===== src/adjacency_matrix_dfs_order_assert.svh =====
// Assertion macros shared by the depth-first search block.
// Depends on nothing; define NO_ASSERTIONS to compile the checks away.
`ifndef ADJACENCY_MATRIX_DFS_ORDER_ASSERT_SVH
`define ADJACENCY_MATRIX_DFS_ORDER_ASSERT_SVH

`ifndef NO_ASSERTIONS

// Antecedent and consequent in the same cycle.
`define AMDFS_ASSERT_SAME(label, clk, rst, ante, cons) \
   label: assert property (@(posedge clk) disable iff (rst) (ante) |-> (cons)) \
      else $error("assertion failed");

// Consequent in the cycle after the antecedent.
`define AMDFS_ASSERT_NEXT(label, clk, rst, ante, cons) \
   label: assert property (@(posedge clk) disable iff (rst) (ante) |=> (cons)) \
      else $error("assertion failed");

`else

`define AMDFS_ASSERT_SAME(label, clk, rst, ante, cons)
`define AMDFS_ASSERT_NEXT(label, clk, rst, ante, cons)

`endif

`endif


===== src/amdfs_pkg.sv =====
// Shared constants and types of the depth-first search block.
// Used by the traversal stack and by the top level; depends on nothing.
`timescale 1ns / 1ps
`default_nettype none

package amdfs_pkg;

   // Default graph size.
   localparam int NUM_VERTICES_DEF = 8;

   // Fixed widths of the request and result fields.
   localparam int CMD_W       = 1;
   localparam int INDEX_W     = 3;
   localparam int ROW_BITS_W  = 8;
   localparam int VERTEX_W    = 3;

   // Command codes.
   localparam logic [CMD_W-1:0] CMD_LOAD  = 1'b0;
   localparam logic [CMD_W-1:0] CMD_START = 1'b1;

   // Control of the traversal stack.
   typedef struct packed {
      logic clear;
      logic push;
      logic pop;
   } stk_ctrl_type;

endpackage

`default_nettype wire


===== src/amdfs_stack.sv =====
// Stack of suspended vertices for the depth-first walk, each with its resume column.
// Depends on amdfs_pkg for the control struct.
`timescale 1ns / 1ps
`default_nettype none

module amdfs_stack #(
   parameter int NUM_VERTICES = amdfs_pkg::NUM_VERTICES_DEF
) (
   input  wire logic                              clock,
   input  wire logic                              reset,
   input  wire amdfs_pkg::stk_ctrl_type           ctrl,
   input  wire logic [$clog2(NUM_VERTICES)-1:0]   wr_vertex,
   input  wire logic [$clog2(NUM_VERTICES)-1:0]   wr_resume,
   output logic      [$clog2(NUM_VERTICES)-1:0]   rd_vertex,
   output logic      [$clog2(NUM_VERTICES)-1:0]   rd_resume,
   output logic                                   empty
);

   localparam int VW = $clog2(NUM_VERTICES);

   logic [2*VW-1:0] mem [NUM_VERTICES];
   logic [VW-1:0]   sp_ff;
   logic [VW-1:0]   sp_in;
   logic [VW-1:0]   rd_addr;
   logic [2*VW-1:0] rd_data_ff;

   always_comb begin
      sp_in = sp_ff;
      if (ctrl.clear) begin
         sp_in = '0;
      end else if (ctrl.push) begin
         sp_in = sp_ff + 1'b1;
      end else if (ctrl.pop) begin
         sp_in = sp_ff - 1'b1;
      end
   end

   always_ff @(posedge clock) begin
      if (reset) begin
         sp_ff <= '0;
      end else begin
         sp_ff <= sp_in;
      end
   end

   // The top entry is read every cycle; data shows in the cycle after the pointer moves.
   assign rd_addr = (sp_ff == '0) ? '0 : sp_ff - 1'b1;

   always_ff @(posedge clock) begin
      if (ctrl.push) begin
         mem[sp_ff] <= {wr_vertex, wr_resume};
      end
      rd_data_ff <= mem[rd_addr];
   end

   assign rd_vertex = rd_data_ff[2*VW-1:VW];
   assign rd_resume = rd_data_ff[VW-1:0];
   assign empty     = (sp_ff == '0);

endmodule

`default_nettype wire


===== src/adjacency_matrix_dfs_order.sv =====
// Depth-first preorder walk over an adjacency bit matrix, top level.
// Depends on amdfs_pkg, amdfs_stack and adjacency_matrix_dfs_order_assert.svh.
//
//   Channel   Handshake          Payload
//   request   start / busy       req_cmd, req_row_index, req_row_bits, req_start_vertex
//   result    rsp_valid strobe   rsp_vertex, rsp_last
//
// A load request writes its row without raising busy. A start request keeps busy high
// while the walk runs: each vertex reached takes a row fetch and then a test of one
// column at a time, and each return to a parent takes a stack pop, a fresh row fetch
// and a second test of the finished child's column. The single bit test on the fetched
// row is the shared unit that tests every column. Reset is synchronous and clears the
// matrix valid bits, the visited marks and the sequencer. Results are one-cycle strobes;
// the receiver cannot stall them.
`timescale 1ns / 1ps
`default_nettype none

`include "adjacency_matrix_dfs_order_assert.svh"

module adjacency_matrix_dfs_order #(
   parameter int NUM_VERTICES = amdfs_pkg::NUM_VERTICES_DEF
) (
   input  wire logic                                clock,
   input  wire logic                                reset,
   input  wire logic                                start,
   output logic                                     busy,
   input  wire logic [amdfs_pkg::CMD_W-1:0]         req_cmd,
   input  wire logic [amdfs_pkg::INDEX_W-1:0]       req_row_index,
   input  wire logic [amdfs_pkg::ROW_BITS_W-1:0]    req_row_bits,
   input  wire logic [amdfs_pkg::INDEX_W-1:0]       req_start_vertex,
   output logic                                     rsp_valid,
   output logic      [amdfs_pkg::VERTEX_W-1:0]      rsp_vertex,
   output logic                                     rsp_last
);

   localparam int VW = $clog2(NUM_VERTICES);

   typedef enum logic [1:0] {
      ST_IDLE,
      ST_FETCH,
      ST_SCAN,
      ST_POP
   } state_type;

   state_type                          state_ff, state_in;
   logic [NUM_VERTICES-1:0]            visited_ff, visited_in;
   logic [VW-1:0]                      cur_v_ff, cur_v_in;
   logic [VW-1:0]                      cur_j_ff, cur_j_in;
   logic [VW-1:0]                      pend_v_ff, pend_v_in;
   logic                               rsp_valid_ff, rsp_valid_in;
   logic                               rsp_last_ff, rsp_last_in;
   logic [amdfs_pkg::VERTEX_W-1:0]     rsp_vertex_ff, rsp_vertex_in;

   // Adjacency store: one row per vertex, with a valid bit so reset reads as all zero.
   logic [NUM_VERTICES-1:0]            adj_mem [NUM_VERTICES];
   logic [NUM_VERTICES-1:0]            row_valid_ff;
   logic [NUM_VERTICES-1:0]            row_ff;
   logic                               row_ok_ff;

   amdfs_pkg::stk_ctrl_type            stk_ctrl;
   logic [VW-1:0]                      stk_rd_vertex;
   logic [VW-1:0]                      stk_rd_resume;
   logic                               stk_empty;

   logic                               accept;
   logic                               load_ok;
   logic                               start_ok;
   logic [VW-1:0]                      load_idx;
   logic [VW-1:0]                      start_idx;
   logic                               hit;

   assign busy      = (state_ff != ST_IDLE);
   assign accept    = start && !busy;
   assign load_idx  = VW'(req_row_index);
   assign start_idx = VW'(req_start_vertex);
   assign load_ok   = accept && (req_cmd == amdfs_pkg::CMD_LOAD)
                      && (int'(req_row_index) < NUM_VERTICES);
   assign start_ok  = int'(req_start_vertex) < NUM_VERTICES;

   // A load writes the row with the bits beyond the graph dropped.
   always_ff @(posedge clock) begin
      if (load_ok) begin
         adj_mem[load_idx] <= NUM_VERTICES'(req_row_bits);
      end
      row_ff <= adj_mem[cur_v_ff];
   end

   always_ff @(posedge clock) begin
      if (reset) begin
         row_valid_ff <= '0;
         row_ok_ff    <= 1'b0;
      end else begin
         if (load_ok) begin
            row_valid_ff[load_idx] <= 1'b1;
         end
         row_ok_ff <= row_valid_ff[cur_v_ff];
      end
   end

   // The shared unit: one column of the current row tested against the visited marks.
   assign hit = row_ok_ff && row_ff[cur_j_ff] && !visited_ff[cur_j_ff];

   amdfs_stack #(
      .NUM_VERTICES (NUM_VERTICES)
   ) u_stack (
      .clock     (clock),
      .reset     (reset),
      .ctrl      (stk_ctrl),
      .wr_vertex (cur_v_ff),
      .wr_resume (cur_j_ff),
      .rd_vertex (stk_rd_vertex),
      .rd_resume (stk_rd_resume),
      .empty     (stk_empty)
   );

   // The most recent vertex is held back one step, because only the end of the walk
   // tells whether it is the last one.
   always_comb begin
      state_in      = state_ff;
      visited_in    = visited_ff;
      cur_v_in      = cur_v_ff;
      cur_j_in      = cur_j_ff;
      pend_v_in     = pend_v_ff;
      rsp_valid_in  = 1'b0;
      rsp_last_in   = 1'b0;
      rsp_vertex_in = rsp_vertex_ff;
      stk_ctrl      = '0;
      case (state_ff)
         ST_IDLE: begin
            if (accept && (req_cmd == amdfs_pkg::CMD_START)) begin
               visited_in = '0;
               if (start_ok) begin
                  visited_in[start_idx] = 1'b1;
                  cur_v_in       = start_idx;
                  cur_j_in       = '0;
                  pend_v_in      = start_idx;
                  stk_ctrl.clear = 1'b1;
                  state_in       = ST_FETCH;
               end
            end
         end
         ST_FETCH: begin
            state_in = ST_SCAN;
         end
         ST_SCAN: begin
            if (hit) begin
               // Descend: suspend the current vertex and resume it at this column later.
               visited_in[cur_j_ff] = 1'b1;
               stk_ctrl.push = 1'b1;
               rsp_valid_in  = 1'b1;
               rsp_vertex_in = amdfs_pkg::VERTEX_W'(pend_v_ff);
               pend_v_in     = cur_j_ff;
               cur_v_in      = cur_j_ff;
               cur_j_in      = '0;
               state_in      = ST_FETCH;
            end else if (cur_j_ff == VW'(NUM_VERTICES - 1)) begin
               if (stk_empty) begin
                  rsp_valid_in  = 1'b1;
                  rsp_last_in   = 1'b1;
                  rsp_vertex_in = amdfs_pkg::VERTEX_W'(pend_v_ff);
                  state_in      = ST_IDLE;
               end else begin
                  stk_ctrl.pop = 1'b1;
                  state_in     = ST_POP;
               end
            end else begin
               cur_j_in = cur_j_ff + 1'b1;
            end
         end
         ST_POP: begin
            // The resume column holds the child just finished; it is visited, so the
            // rescan passes it without descending again.
            cur_v_in = stk_rd_vertex;
            cur_j_in = stk_rd_resume;
            state_in = ST_FETCH;
         end
         default: begin
            state_in = ST_IDLE;
         end
      endcase
   end

   always_ff @(posedge clock) begin
      if (reset) begin
         state_ff     <= ST_IDLE;
         visited_ff   <= '0;
         rsp_valid_ff <= 1'b0;
         rsp_last_ff  <= 1'b0;
      end else begin
         state_ff     <= state_in;
         visited_ff   <= visited_in;
         rsp_valid_ff <= rsp_valid_in;
         rsp_last_ff  <= rsp_last_in;
      end
      cur_v_ff      <= cur_v_in;
      cur_j_ff      <= cur_j_in;
      pend_v_ff     <= pend_v_in;
      rsp_vertex_ff <= rsp_vertex_in;
   end

   assign rsp_valid  = rsp_valid_ff;
   assign rsp_vertex = rsp_vertex_ff;
   assign rsp_last   = rsp_last_ff;

   // The final result of a walk arrives as the sequencer returns to idle.
   `AMDFS_ASSERT_SAME(a_last_ends_walk, clock, reset, rsp_valid && rsp_last, !busy)
   // Any earlier result arrives while the walk is still running.
   `AMDFS_ASSERT_SAME(a_inner_while_busy, clock, reset, rsp_valid && !rsp_last, busy)
   // The row being scanned always belongs to a vertex already reached.
   `AMDFS_ASSERT_SAME(a_scan_visited, clock, reset, state_ff == ST_SCAN, visited_ff[cur_v_ff])
   // A start on a vertex inside the graph always launches a walk.
   `AMDFS_ASSERT_NEXT(a_start_launches, clock, reset,
      accept && (req_cmd == amdfs_pkg::CMD_START) && start_ok, state_ff == ST_FETCH)

endmodule

`default_nettype wire

===== config.mk =====
export PLATFORM = sky130hd
export DESIGN_NAME = adjacency_matrix_dfs_order
export DESIGN_NICKNAME = d
export VERILOG_FILES = /design/src/amdfs_pkg.sv /design/src/amdfs_stack.sv /design/src/adjacency_matrix_dfs_order.sv
export VERILOG_INCLUDE_DIRS = /design/src /design/src/src
export SDC_FILE = /design/constraint.sdc
export NUM_CORES = 1
export LEC_CHECK = 0
export ABC_AREA = 1
export BUFFER_PORTS_ARGS = -buffer_cell sky130_fd_sc_hd__buf_2
export CAP_MARGIN = 40
export CORE_MARGIN = 2
export CORE_UTILIZATION = 30
export CTS_BUF_LIST = sky130_fd_sc_hd__clkbuf_16
export CTS_CLUSTER_SIZE = 24
export DETAILED_ROUTE_END_ITERATION = 12
export PLACE_DENSITY_LB_ADDON = 0.08
export SLEW_MARGIN = 30
export SYNTH_ARGS = -nofsm -noshare
export SYNTH_HDL_FRONTEND = slang
export SYNTH_SLANG_ARGS = --single-unit

===== constraint.sdc =====
create_clock -name clock -period 2.9 [get_ports clock]
set_input_delay 0.29 -clock clock [delete_from_list [all_inputs] [get_ports clock]]
set_output_delay 0.29 -clock clock [all_outputs]
set_load 0.01 [all_outputs]

==> results.md <==
- Status: finished, final reports clean
- Largest area contributor in the netlist: edfxtp_1
- HP Class: primary input to register
- Iteration-0 DRC Markers: 259
- R2r worst-path depth: 9
- Lkg Pwr: between 0.002 and 0.003 uW
- Worst min-delay path startpoint: req_row_bits[6]
- Crit path time final: 2.48 ns
- P per Cell Area: 934 nW/um2
- Cell variety after synth: 31
- Area contributors post-synth: edfxtp_1, dfxtp_1, nor2_1, nand2_1, o21ai_0
- Die width: ~150 um
- FILL cells: about 2200
- Largest stage delay on the critical path: roughly 0.57 ns
- Area occupied by multi-input gates: about 1900 um2
- Crit-path max FO: 14
- Worst-Skew Late Latency: ~0.42 ns
- Inserted Diodes: 0
- Nets: 687
- Worst setup EP type: register
- Root Buffer: clkbuf_16
- CP Cell Sequence: inv_2 -> nand2_1 -> nand3_1 -> nand4_1 -> nor2_2 -> nand2_4 -> nor2_2 -> nand2_1 -> nor2_1
- Row cnt: 54
- Synth Area in Simple Gates: 0.152
- Clock buffer depth: 2
- I/O Buffers: 23
- Max-Cap Viols: 0
- Placed instance area: 7200 um2
- Worst r2r src: cur_j_ff[0]$_DFFE_PP_
- Num CTS Buffers: 17
- Core area: 21800 um2
- Num ports: 24
- Final number of hold-violating endpoints: 0
- Crit start category: register
- Setup Fix Bufs, Post-CTS: 0
- Flop2flop setup slack: ~0.42 ns
- Worst Skew: 0.00806 ns
- Post-route ant nets: 0
- Fraction of layout cells with a size suffix above 1: 0.146
- Main synth FF type: edfxtp_1
- Kind of cell adding the most delay to the critical path: simple AND/OR/NAND/NOR gates
- Largest family of logic cells by synthesized area: simple AND/OR/NAND/NOR gates
- Slew @ Worst Pin: 0.611 ns
- Total GRT Usage: 0.143
- Initial antenna violation count: 0
- Xor and xnor area share after synthesis: 0.00262
- RR Endpoint: u_stack.mem[4][3]$_DFFE_PP_
- Final Cycle Share: 0.854
- Hold endpoint: adj_mem[4][6]$_DFFE_PP_
- CP bufs+invs: 1
- CTS tree: yes
- Mapped Cells: 621
- Starting density of the core: 0.306
- Crit path depth: 9
- #FFs+latches synth: 162
- Most frequent cells after synthesis: nor2_1, edfxtp_1, nand2_1
- CTS Hold Bufs: 0
- Critical path's slowest cell: edfxtp_1
- Synth warn: 0
- Top-count cell post-synth: nor2_1
- Grt ovf: 0
- Post-Syn Nets: 648
- Max frequency: 0.404 GHz
- DRC Markers: 0
- RSZ-0062 raised after global routing: false
- Async SR Flop Fraction: 0
- Relative slew margins: 0.592
- Hold_ws: 0.140 ns
- Setup TNS: 0 ns
- Die Ht: 153 um
- Drt pass-1 iters: 5
- Core Util, Final: 0.357
- CTS clk-pin slew, worst paths: 0.07 ns
- Slew Limit Fails: 0
- Pre-CTS setup slack: 0.425 ns
- Hold-critical path depth: 1
- H-tree depth: 4
- # resized after CTS: 0
- Post-synthesis compound-gate area fraction: 0.114
- Largest net degree at the start of global routing: 45
- Synth top area share: 0.557
- Synth-to-Final Area Change: 16.4%
- Post-DP HPWL: around 11000 um
- Clock sink count: 162
- Routed WL: 16400 um
- Synthesized area per cell: 10.8 um2
- Global-route wire length before repair: ~26000 um
- Die area: 23500 um2
- Adder-cell area share of the yosys netlist: 0.0168
- Seq/Total Area, Yosys: 0.671
- Mapped Area: 6690 um2
- Setup violations, final: 0
- Largest vdd supply drop: 371 uV
- Fin area: 7780 um2
- Setup ws final: 0.424 ns
- Drt via density: 4.78
- Worst EP required: 2.96 ns
- Vias in the first global route: 4419
- Drt wl/cell: between 15 and 20 um
- RePlAce Congestion: 0.812
- Vias: about 4600
- Post-synth EDFFs: 124
- Crit Path Category: register to register
- Multiplexer share of the synthesized area: 0
- Crit path DAT: 2.54 ns
- Reg area: 4480 um2
==> how the worst max path moves through the flow <==
stage / from / to / slack, ns
floorplan: cur_j_ff[1]$_DFFE_PP_ / u_stack.mem[0][0]$_DFFE_PP_ / 0.79
global placement: cur_j_ff[0]$_DFFE_PP_ / u_stack.mem[4][0]$_DFFE_PP_ / 0.53
detailed placement: cur_j_ff[0]$_DFFE_PP_ / u_stack.mem[4][5]$_DFFE_PP_ / 0.42
CTS: cur_j_ff[0]$_DFFE_PP_ / u_stack.mem[4][5]$_DFFE_PP_ / 0.41
global route: cur_j_ff[0]$_DFFE_PP_ / u_stack.mem[5][4]$_DFFE_PP_ / 0.23
finish: cur_j_ff[0]$_DFFE_PP_ / u_stack.mem[4][3]$_DFFE_PP_ / 0.42
==> state kept, by name, indices dropped and copies added, names as in the netlist, 6 cells and up <==
| name | count |
|---|---|
| u_stack.mem | 48 |
| adj_mem | 64 |
| u_stack.rd_data_ff | 6 |
| row_ff | 8 |
| visited_ff | 8 |
| row_valid_ff | 8 |
==> where the power goes <==
part	total [uW]	switching [uW]	internal (uW)
Sequential	3080	207	2870
Combinational	1940	1360	587
Clock	2240	964	1280
Total	7270	2530	4740
==> through the flow <==
step / instances / total power [uW]
after floorplan: 621 / 4430
after global placement: 921 / 5080
after detailed placement: 921 / 5110
after CTS: 953 / 7370
after global routing: 953 / 7720
final: 953 / 7270
==> cells by family (layout without fill, tap and decap cells) <==
group | count (synthesis) | after routing
compound gates | 131 | 131
buf+inv | 71 | 123
fa+ha+maj | 9 | 9
flops | 162 | 162
simple gates | 246 | 246
xor+xnor | 2 | 2
==> cell usage in the layout, fill, tap and decap left out, types with 3 or more instances in the layout <==
master     instances
clkbuf_16         17
nor3_1             5
inv_1             35
clkinv_1           4
inv_2              7
nand4_1            6
o21ai_1            4
edfxtp_1         124
ha_1               9
o22ai_1           12
nor2_4             3
a21oi_1           21
inv_6              4
o211ai_1           9
dfxtp_1           38
clkinv_2           4
o221ai_1           7
buf_2             23
nor2_1           129
o21ai_0           56
nand2_1           79
buf_4             24
nand3_1           17
a31oi_1           16
==> worst register-to-register path, cell delays in order, from the launching register on <==
cell and delay, ns:
edfxtp_1 0.57, inv_2 0.25, nand2_1 0.08, nand3_1 0.09
nand4_1 0.10, nor2_2 0.14, nand2_4 0.11, nor2_2 0.19
nand2_1 0.13, nor2_1 0.46
==> layer usage <==
metal  part of all wire  global-route usage  vias to the layer above  routed length (um)
met5                  0                   0                        -                   0
met4              0.013              0.0397                        0                 212
met3              0.030              0.0289                       16                 484
met2               0.48               0.235                       75                7830
met1               0.48               0.193                     2220                7840
li1                   -                   -                     2244                   -
==> final cells by class <==
cell class,count,area share
tap,280,0.0450
clock buffer,17,0.0547
sequential,162,0.576
timing repair buffer,47,0.0379
multi-input combinational,388,0.245
clock inverter,15,0.0198
inverter,44,0.0212
(Power assumes the default switching activity.)
